`config.mk`:
```
export PLATFORM = sky130hd
export DESIGN_NAME = icm_ctrl
export DESIGN_NICKNAME = d
export VERILOG_FILES = /design/src/rtl/icm_pkg.sv /design/src/rtl/icm_ctrl.sv
export SDC_FILE = /design/constraint.sdc
export NUM_CORES = 1
export LEC_CHECK = 0
export BUFFER_PORTS_ARGS = -buffer_cell sky130_fd_sc_hd__buf_2
export CAP_MARGIN = 20
export CORE_AREA = 5 5 42 44
export CTS_BUF_LIST = sky130_fd_sc_hd__clkbuf_16
export CTS_CLUSTER_SIZE = 30
export DETAILED_ROUTE_END_ITERATION = 8
export DIE_AREA = 0 0 47 49
export GPL_ROUTABILITY_DRIVEN = 1
export RECOVER_POWER = 100
export SYNTH_ARGS = -nofsm -noshare
export SYNTH_HDL_FRONTEND = slang
export SYNTH_SLANG_ARGS = --single-unit
export TNS_END_PERCENT = 5
```
`constraint.sdc`:
```
create_clock -name i_clk -period 2.6 [get_ports i_clk]
set_input_delay 0.52 -clock i_clk [delete_from_list [all_inputs] [get_ports i_clk]]
set_output_delay 0.52 -clock i_clk [all_outputs]
set_load 0.02 [all_outputs]
```
`src/rtl/icm_pkg.sv`:
```
`timescale 1ns / 1ps
// ----------------------------------------------------------------------------
// icm_pkg
// shared types, constants and generator helpers for the ising lattice block
// ----------------------------------------------------------------------------
package icm_pkg;

    localparam int unsigned LatticeSide = 128;
    localparam int unsigned SideW       = $clog2(LatticeSide);
    localparam int unsigned SiteCount   = LatticeSide * LatticeSide;
    localparam int unsigned SiteW       = 2 * SideW;

    localparam logic [63:0] MixGamma = 64'h9E3779B97F4A7C15;
    localparam logic [63:0] MixMulA  = 64'hBF58476D1CE4E5B9;
    localparam logic [63:0] MixMulB  = 64'h94D049BB133111EB;
    localparam logic [63:0] XsMul    = 64'h2545F4914F6CDD1D;
    localparam logic [63:0] SeedOfs  = 64'h000000009E3779B9;

    localparam logic [31:0] ProbDe4Rst = 32'd736760000;
    localparam logic [31:0] ProbDe8Rst = 32'd126380000;
    localparam logic [63:0] SeedRst    = 64'd1;

    typedef enum logic [1:0] {
        K_RANDOMIZE = 2'd0,
        K_SWEEP     = 2'd1,
        K_READ      = 2'd2,
        K_WRITE     = 2'd3
    } t_kind;

    typedef enum logic [1:0] {
        REG_DE4  = 2'd0,
        REG_DE8  = 2'd1,
        REG_SEED = 2'd2
    } t_reg;

    typedef struct packed {
        logic [1:0]  kind;
        logic [13:0] site_index;
        logic        spin_value;
    } t_in_item;

    typedef struct packed {
        logic        spin_out;
        logic [15:0] magnetization;
    } t_out_item;

    typedef enum logic [3:0] {
        S_IDLE,
        S_RAND,
        S_RAND_SEED,
        S_SWEEP,
        S_RD,
        S_WR,
        S_DONE
    } t_state;

    // controller -> datapath
    typedef struct packed {
        logic start_rand;
        logic rand_seed;
        logic start_sweep;
        logic rd_issue;
        logic wr_apply;
        logic load_out;
    } t_cmd;

    // datapath -> controller
    typedef struct packed {
        logic rand_last;
        logic sweep_last;
    } t_sts;

    function automatic logic [63:0] xs_step(input logic [63:0] x);
        logic [63:0] y;
        y = x ^ (x >> 12);
        y = y ^ (y << 25);
        y = y ^ (y >> 27);
        return y;
    endfunction

endpackage

```
`src/rtl/icm_ctrl.sv`:
```
`timescale 1ns / 1ps
// ----------------------------------------------------------------------------
// icm_ctrl
// command sequencer: decodes items and steps the datapath
// ----------------------------------------------------------------------------
module icm_ctrl (
    input  logic                 i_clk,
    input  logic                 i_rst_n,
    input  logic                 i_in_valid,
    output logic                 o_in_ready,
    input  logic [1:0]           i_kind,
    output logic                 o_out_valid,
    input  logic                 i_out_ready,
    input  icm_pkg::t_sts        i_sts,
    output icm_pkg::t_cmd        o_cmd
);
    icm_pkg::t_state r_state, n_state;
    logic [1:0]      r_wait, n_wait;
    logic            r_ovalid, n_ovalid;

    // next state
    always_comb begin
        n_state  = r_state;
        n_wait   = r_wait;
        n_ovalid = r_ovalid;
        if (r_ovalid && i_out_ready) n_ovalid = 1'b0;
        unique case (r_state)
            icm_pkg::S_IDLE: begin
                if (i_in_valid && !r_ovalid) begin
                    unique case (icm_pkg::t_kind'(i_kind))
                        icm_pkg::K_RANDOMIZE: n_state = icm_pkg::S_RAND;
                        icm_pkg::K_SWEEP:     n_state = icm_pkg::S_SWEEP;
                        icm_pkg::K_READ:      n_state = icm_pkg::S_RD;
                        icm_pkg::K_WRITE:     n_state = icm_pkg::S_WR;
                    endcase
                    n_wait = 2'd0;
                end
            end
            icm_pkg::S_RAND: if (i_sts.rand_last) n_state = icm_pkg::S_RAND_SEED;
            icm_pkg::S_RAND_SEED: if (i_sts.rand_last) n_state = icm_pkg::S_DONE;
            icm_pkg::S_SWEEP: if (i_sts.sweep_last) n_state = icm_pkg::S_DONE;
            icm_pkg::S_RD: n_state = icm_pkg::S_DONE;
            icm_pkg::S_WR: begin
                n_wait = r_wait + 2'd1;
                if (r_wait == 2'd1) n_state = icm_pkg::S_DONE;
            end
            icm_pkg::S_DONE: begin
                n_state  = icm_pkg::S_IDLE;
                n_ovalid = 1'b1;
            end
            default: n_state = icm_pkg::S_IDLE;
        endcase
    end

    // outputs
    always_comb begin
        o_cmd = '0;
        o_in_ready = (r_state == icm_pkg::S_IDLE) && !r_ovalid;
        unique case (r_state)
            icm_pkg::S_IDLE: begin
                if (i_in_valid && !r_ovalid) begin
                    o_cmd.start_rand  = (i_kind == icm_pkg::K_RANDOMIZE);
                    o_cmd.start_sweep = (i_kind == icm_pkg::K_SWEEP);
                    o_cmd.rd_issue    = (i_kind == icm_pkg::K_READ) ||
                                        (i_kind == icm_pkg::K_WRITE);
                end
            end
            icm_pkg::S_RAND_SEED: o_cmd.rand_seed = 1'b1;
            icm_pkg::S_WR: begin
                o_cmd.wr_apply = (r_wait == 2'd0);
            end
            icm_pkg::S_DONE: o_cmd.load_out = 1'b1;
            default: ;
        endcase
    end

    always_ff @(posedge i_clk) begin
        if (!i_rst_n) begin
            r_state  <= icm_pkg::S_IDLE;
            r_wait   <= 2'd0;
            r_ovalid <= 1'b0;
        end else begin
            r_state  <= n_state;
            r_wait   <= n_wait;
            r_ovalid <= n_ovalid;
        end
    end

    assign o_out_valid = r_ovalid;

    a_busy_no_ready: assert property (@(posedge i_clk) disable iff (!i_rst_n)
        (r_state != icm_pkg::S_IDLE) |-> !o_in_ready) else $error("ready while busy");
    a_done_valid: assert property (@(posedge i_clk) disable iff (!i_rst_n)
        (r_state == icm_pkg::S_DONE) |=> r_ovalid) else $error("result lost");
    a_one_cmd: assert property (@(posedge i_clk) disable iff (!i_rst_n)
        $onehot0({o_cmd.start_rand, o_cmd.start_sweep, o_cmd.rd_issue, o_cmd.load_out}))
        else $error("conflicting commands");
endmodule

```
==> flow_summary.toml, run 1 <==
[status]
status = "complete, no violations"

[clocking]
post_cts_resized = 0
cts.clk_slew.worst_paths_ps = 30
post_cts.repair.setup_buffers = 0
cts_buffer_depth = 2
cts_tree = "built"
numClockSinks = 6
htree_levels = 1
clock_tree.root_cell = "sky130_fd_sc_hd__clkbuf_16"
quantity_of_hold_fixing_buffers_added_after_cts = 0
clk-insertion-delay-late_ps = 230
numCtsBuffers = 3

[synth]
postSynthRegisterBits = 6
syn-mean-instance-area_um2 = 8.51
number_of_enable_flip_flop_cells_after_synthesis = 0
synth_cell_type_count = 29
synth_fp_nets = 66
postSynthCellCount = 55
ys_dominant_reg_cell = "sky130_fd_sc_hd__dfxtp_1"
ys_warn_count = 0
syn_area_um2 = 468
asyncSetResetFlopFracSynth_pct = 0
ys_seq_area_share_pct = 25.7

[timing]
timing_worst_slew_pin_value_ps = 527
fin_tns_setup_ps = 0
timing.slew.headroom_pct = 64.6
timing.final.hold_violations = 0
fin_crit_ps = 2150
clock.fmax_mhz = 466
rsz0062_at_grt = "false"
skew_ps = 2.55
number_of_endpoints_failing_setup_at_the_final_stage = 0
hold-worst-slack_ps = 570
timing_max_transition_violations_final = 0
finalCritPeriodShare_pct = 82.6

[worst_setup_path]
worst-path-buf-inv = 1
crit_arrival_ps = 1630
worstPathRequired_ps = 2080
critPathTopFamily = "simple AND/OR/NAND/NOR gates"
crit_path_start_kind = "flip-flop"
cells_along_the_critical_path = "nor4_1, nand2_2, nor3_1, buf_2"
crit_path_end_kind = "primary output"
timing.critical_path.slowest_cell_delay_ps = 530
worstPathMaxFanout = 9
timing_worst_setup_path_type = "reg -> out"
cp_slowest_cell = "sky130_fd_sc_hd__nor4_1"
rr_worst_depth = 4
cp.depth = 4

[global_route]
grt_pass1_wl_um = 1610
overflow = 0
initial_antenna_violation_count = 0
first_global_vias = 385
track_usage_pct = 9.87
maximum_number_of_pins_on_one_net_before_global_route_repair = 10

[detailed_routing]
drt-initial-drc-count = 4
drc_errors = 0
ant_nets = 0
drt_pass1_iterations = 2
wire_length_reported_by_the_detailed_router_um = 961
route.vias.total = 422
drt-vias-per-instance = 4.91
wl_per_cell_um = 11.2

[final_layout]
final_cell_area_um2 = 579
layout.cells.most_common = "sky130_fd_sc_hd__buf_2"
fillerInstances = 153
syn_to_final_growth_pct = 23.8
antennaDiodeCount = 0
layout-drive-gt1-share_pct = 21.4
fin_nets = 83
stdcell_count = 86
mostFrequentLayoutCells = "sky130_fd_sc_hd__buf_2 (9), sky130_fd_sc_hd__nor2_1 (6), sky130_fd_sc_hd__inv_1 (6), sky130_fd_sc_hd__dfxtp_1 (6), sky130_fd_sc_hd__clkbuf_1 (6)"

[place]
postPlaceCellArea_um2 = 533
numPortBuffers = 15
finalWeightedCongestion = 0.687
post-place-cells = 83
dp_hpwl_um = 747

[die]
rows = 14
fp.dieW_um = 47
boundaryPins = 16
standard_cell_core_area_um2 = 1400
die-height_um = 49
fp.dieArea_um2 = 2300
start_util_pct = 33.4

[hold_path]
worstHoldPathCells = 2
hold_path_class = "reg -> reg"

[flow_run]
maxCapViolations = 0

[power]
power_density_nw_per_um2 = 1110
vdd.ir_drop.worst_mv = 0.484
leakagePower_uw = 0.000269
==> routing by layer <==
metal / up-vias / share of wire [%] / GRT usage (%)
li1: 221 / - / -
met1: 186 / 46 / 12.3
met2: 10 / 44 / 13.6
met3: 5 / 5.8 / 2.21
met4: 0 / 4.1 / 8.29
met5: - / 0 / 0
==> synthesized netlist by cell type (all sizes together) (2+ instances only) <==
| cell type | number | area, µm² |
|---|---|---|
| and3 | 3 | 20.0 |
| nor3b | 2 | 20.0 |
| buf | 3 | 30.0 |
| o21ai | 3 | 18.8 |
| ha | 3 | 37.5 |
| nor3 | 3 | 15.0 |
| nor2 | 6 | 22.5 |
| nor2b | 2 | 12.5 |
| inv | 6 | 22.5 |
| dfxtp | 6 | 120 |
| nor4 | 2 | 27.5 |
| o21a | 5 | 37.5 |
| nand2 | 2 | 10.0 |
==> final timing paths <==
check,start,end,slack [ps]
worst min-delay path,r_wait[0],r_wait[0],570
worst max register to register,r_state[0],r_state[1],980
worst max-delay path,r_state[1],o_cmd[3],450
worst min register to register,r_wait[0],r_wait[0],570
==> where the power goes <==
group / switching, µW / internal, µW / total, µW
logic: 141 / 101 / 242
clock network: 48.9 / 197 / 246
registers: 41.6 / 114 / 155
total: 231 / 412 / 643
==> worst register-to-register path, delay by kind of cell, from the launching register on <==
family | cells | cell delay [ps]
flops | 1 | 480
mux | 1 | 360
simple gates | 1 | 360
compound gates | 2 | 310
==> final cells by class <==
type / count / area, µm² / area share [%]
tap: 16 / 20.0 / 3.46
timing repair buffer: 15 / 67.6 / 11.7
sequential: 6 / 120 / 20.7
multi-input combinational: 40 / 274 / 47.3
clock buffer: 3 / 75.1 / 13.0
inverter: 6 / 22.5 / 3.89
==> flip-flops by register name, summed over array words and instances, names as in the netlist <==
name / count
r_state: 3
r_wait: 2
o_out_valid: 1
==> per-stage QoR <==
step	power [µW]	worst slack (ps)	utilization [%]
6_report	643	453	41.3
5_1_grt	693	274	41.3
4_1_cts	692	647	43.4
3_5_place_dp	441	886	38.0
3_3_place_gp	437	911	38.0
2_1_floorplan	392	620	-
==> logic make-up after synthesis <==
group | share of synthesized area, %
flops | 25.7
compound gates | 20.3
buf+inv | 11.2
mux | 2.41
simple gates | 32.4
fa+ha+maj | 8.02
No activity file was read; power rests on OpenSTA's default activity.
==> inputs of run 2 (changes only) <==
Settings changed: ABC_AREA from default to 1.
Clock period 2.6 ns to 2.1 ns, I/O delays scaled along.
==> run 2 against run 1 <==
Net effect:
- first-iteration DRC count increased by 100%
- register-to-register slack got worse by 180 ps
- count of clock-buffer cells in the layout is the same
==> flow_summary.toml, run 2 <==
[timing]
fin_tns_setup_ps = 0
skew_ps = 2.14
rsz0062_at_grt = "false"
timing.final.hold_violations = 0
timing.slew.headroom_pct = 80.4
timing_max_transition_violations_final = 0
number_of_endpoints_failing_setup_at_the_final_stage = 0
clock.fmax_mhz = 522
fin_crit_ps = 1910
timing_worst_slew_pin_value_ps = 292
finalCritPeriodShare_pct = 91.2

[detailed_routing]
ant_nets = 0
drt-vias-per-instance = 4.59
wire_length_reported_by_the_detailed_router_um = 1160
drt-initial-drc-count = 8
drt_pass1_iterations = 4
route.vias.total = 555
wl_per_cell_um = 9.60
drc_errors = 0

[die]
fp.dieArea_um2 = 2300
fp.dieW_um = 47
die-height_um = 49
start_util_pct = 36.1
standard_cell_core_area_um2 = 1400
rows = 14
boundaryPins = 16

[final_layout]
layout-drive-gt1-share_pct = 15.2
max_reg_flops = 3
layout.cells.most_common = "sky130_fd_sc_hd__nand2_1"
stdcell_count = 121
syn_to_final_growth_pct = 28.5
mostFrequentLayoutCells = "sky130_fd_sc_hd__nand2_1 (21), sky130_fd_sc_hd__inv_1 (20), sky130_fd_sc_hd__nor2_1 (13)"
fin_nets = 118
antennaDiodeCount = 0
reg_with_most_ffs = "r_state"

[synth]
syn_area_um2 = 505
yosys.cell_count.top_type = "sky130_fd_sc_hd__nand2_1"
syn-mean-instance-area_um2 = 5.74
asyncSetResetFlopFracSynth_pct = 0
synth_common_cells = "sky130_fd_sc_hd__nand2_1 (21), sky130_fd_sc_hd__inv_1 (18), sky130_fd_sc_hd__nor2_1 (12)"
ys_dominant_reg_cell = "sky130_fd_sc_hd__dfxtp_1"
postSynthCellCount = 88
number_of_enable_flip_flop_cells_after_synthesis = 0
synth_top_area_share_pct = 23.8
ys_seq_area_share_pct = 23.8
synth_fp_nets = 99
synth_cell_type_count = 16
postSynthRegisterBits = 6
post_synth_main_area_contributors = "sky130_fd_sc_hd__dfxtp_1 (24%), sky130_fd_sc_hd__nand2_1 (16%), sky130_fd_sc_hd__inv_1 (13%)"
ys_warn_count = 0
synth_top_cell_by_area = "sky130_fd_sc_hd__dfxtp_1"

[global_route]
maximum_number_of_pins_on_one_net_before_global_route_repair = 8
first_global_vias = 435
initial_antenna_violation_count = 0
grt_pass1_wl_um = 1780
overflow = 0
track_usage_pct = 10.9

[worst_setup_path]
crit-reg2reg-launch = "r_state[1]"
timing_worst_setup_path_type = "reg -> out"
ff2ff_setup_slack_ps = 800
crit_path_end_kind = "primary output"
crit_arrival_ps = 1490
worstPathRequired_ps = 1680
rr_worst_depth = 7
regToRegEndpoint = "r_state[1]"
worstPathMaxFanout = 6
crit_path_start_kind = "flip-flop"
worst_setup_path_startpoint = "r_state[1]"

[flow_run]
maxCapViolations = 0

[power]
share_of_total_power_consumed_by_net_switching_pct = 42.2
switching_power_uw = 385
leakagePower_uw = 0.000389
total_power_uw = 912
power_report.internal_total_uw = 528
power.combinational.fraction_pct = 45.6
vdd.ir_drop.worst_mv = 0.953
power_density_nw_per_um2 = 1410
power.share.clock_pct = 33.8
sequentialPowerShare_pct = 20.5

[clocking]
numClockSinks = 6
clk-insertion-delay-late_ps = 230
clock_tree.root_cell = "sky130_fd_sc_hd__clkbuf_16"
cts_buffer_depth = 2
htree_levels = 1
cts_tree = "built"
cts.clk_slew.worst_paths_ps = 30
post_cts_resized = 0
quantity_of_hold_fixing_buffers_added_after_cts = 0
numCtsBuffers = 3
post_cts.repair.setup_buffers = 0

[place]
dp_hpwl_um = 947
finalWeightedCongestion = 0.725
numPortBuffers = 15
post-place-cells = 118

[status]
status = "complete, no violations"

[hold_path]
timing.hold.worst_endpoint = "r_state[2]"
hold_path_startpoint = "i_rst_n"
worstHoldPathCells = 3
hold_path_class = "in -> reg"
[run 2: logic make-up after synthesis]
family          Yosys count  synth area share (%)
simple gates             49                  43.3
buf+inv                  22                  17.1
compound gates            8                  8.42
flops                     6                  23.8
fa+ha+maj                 3                  7.43
[run 2: worst max-delay path: stages, from the launching register on]
cell and delay (ps):
sky130_fd_sc_hd__dfxtp_1 350, sky130_fd_sc_hd__nor2_2 230, sky130_fd_sc_hd__nand2_1 100, sky130_fd_sc_hd__nor2_1 160
sky130_fd_sc_hd__nand2_2 100, sky130_fd_sc_hd__nor2_1 90, sky130_fd_sc_hd__clkbuf_1 240
[run 2: layer usage]
metal	part of all wire, %	vias up	global-route usage (%)
li1	-	304	-
met1	47	236	13.9
met2	45	13	15.2
met3	6.5	2	5.54
met4	1.5	0	4.15
met5	0	-	0
[run 2: worst max path at each step]
| stage | slack, ps | to |
|---|---|---|
| 2_1_floorplan | 220 | o_cmd[3] |
| 3_3_place_gp | 510 | o_cmd[3] |
| 3_5_place_dp | 470 | o_cmd[3] |
| 4_1_cts | 210 | o_cmd[3] |
| 5_1_grt | 50 | o_cmd[3] |
| 6_report | 190 | o_cmd[2] |
[run 2: power by group through the flow]
stage | registers (µW) | clock network (µW) | logic [µW]
5_1_grt | 190 | 326 | 480
4_1_cts | 191 | 315 | 442
6_report | 187 | 309 | 416
3_3_place_gp | 190 | 0 | 443
3_5_place_dp | 193 | 0 | 438
2_1_floorplan | 186 | 0 | 345
[run 2: cell type report]
| class | instances | area (µm²) |
|---|---|---|
| clock buffers | 3 | 75.1 |
| fillers | 157 | 752 |
| inverters | 21 | 78.8 |
| multi-input cells | 60 | 287 |
| flip-flops and latches | 6 | 120 |
| well taps | 16 | 20.0 |
| repair buffers | 15 | 68.8 |
[run 2: stage by stage]
step / utilization (%) / instance area (µm²) / setup slack (ps) / hold slack, ps
after detailed placement: 42.3 / 593 / 466 / 476
after floorplan: - / 505 / 218 / 453
after global placement: 42.3 / 593 / 505 / 476
final: 46.3 / 649 / 186 / 460
after CTS: 47.7 / 668 / 214 / 464
after global routing: 46.3 / 649 / 50.0 / 473
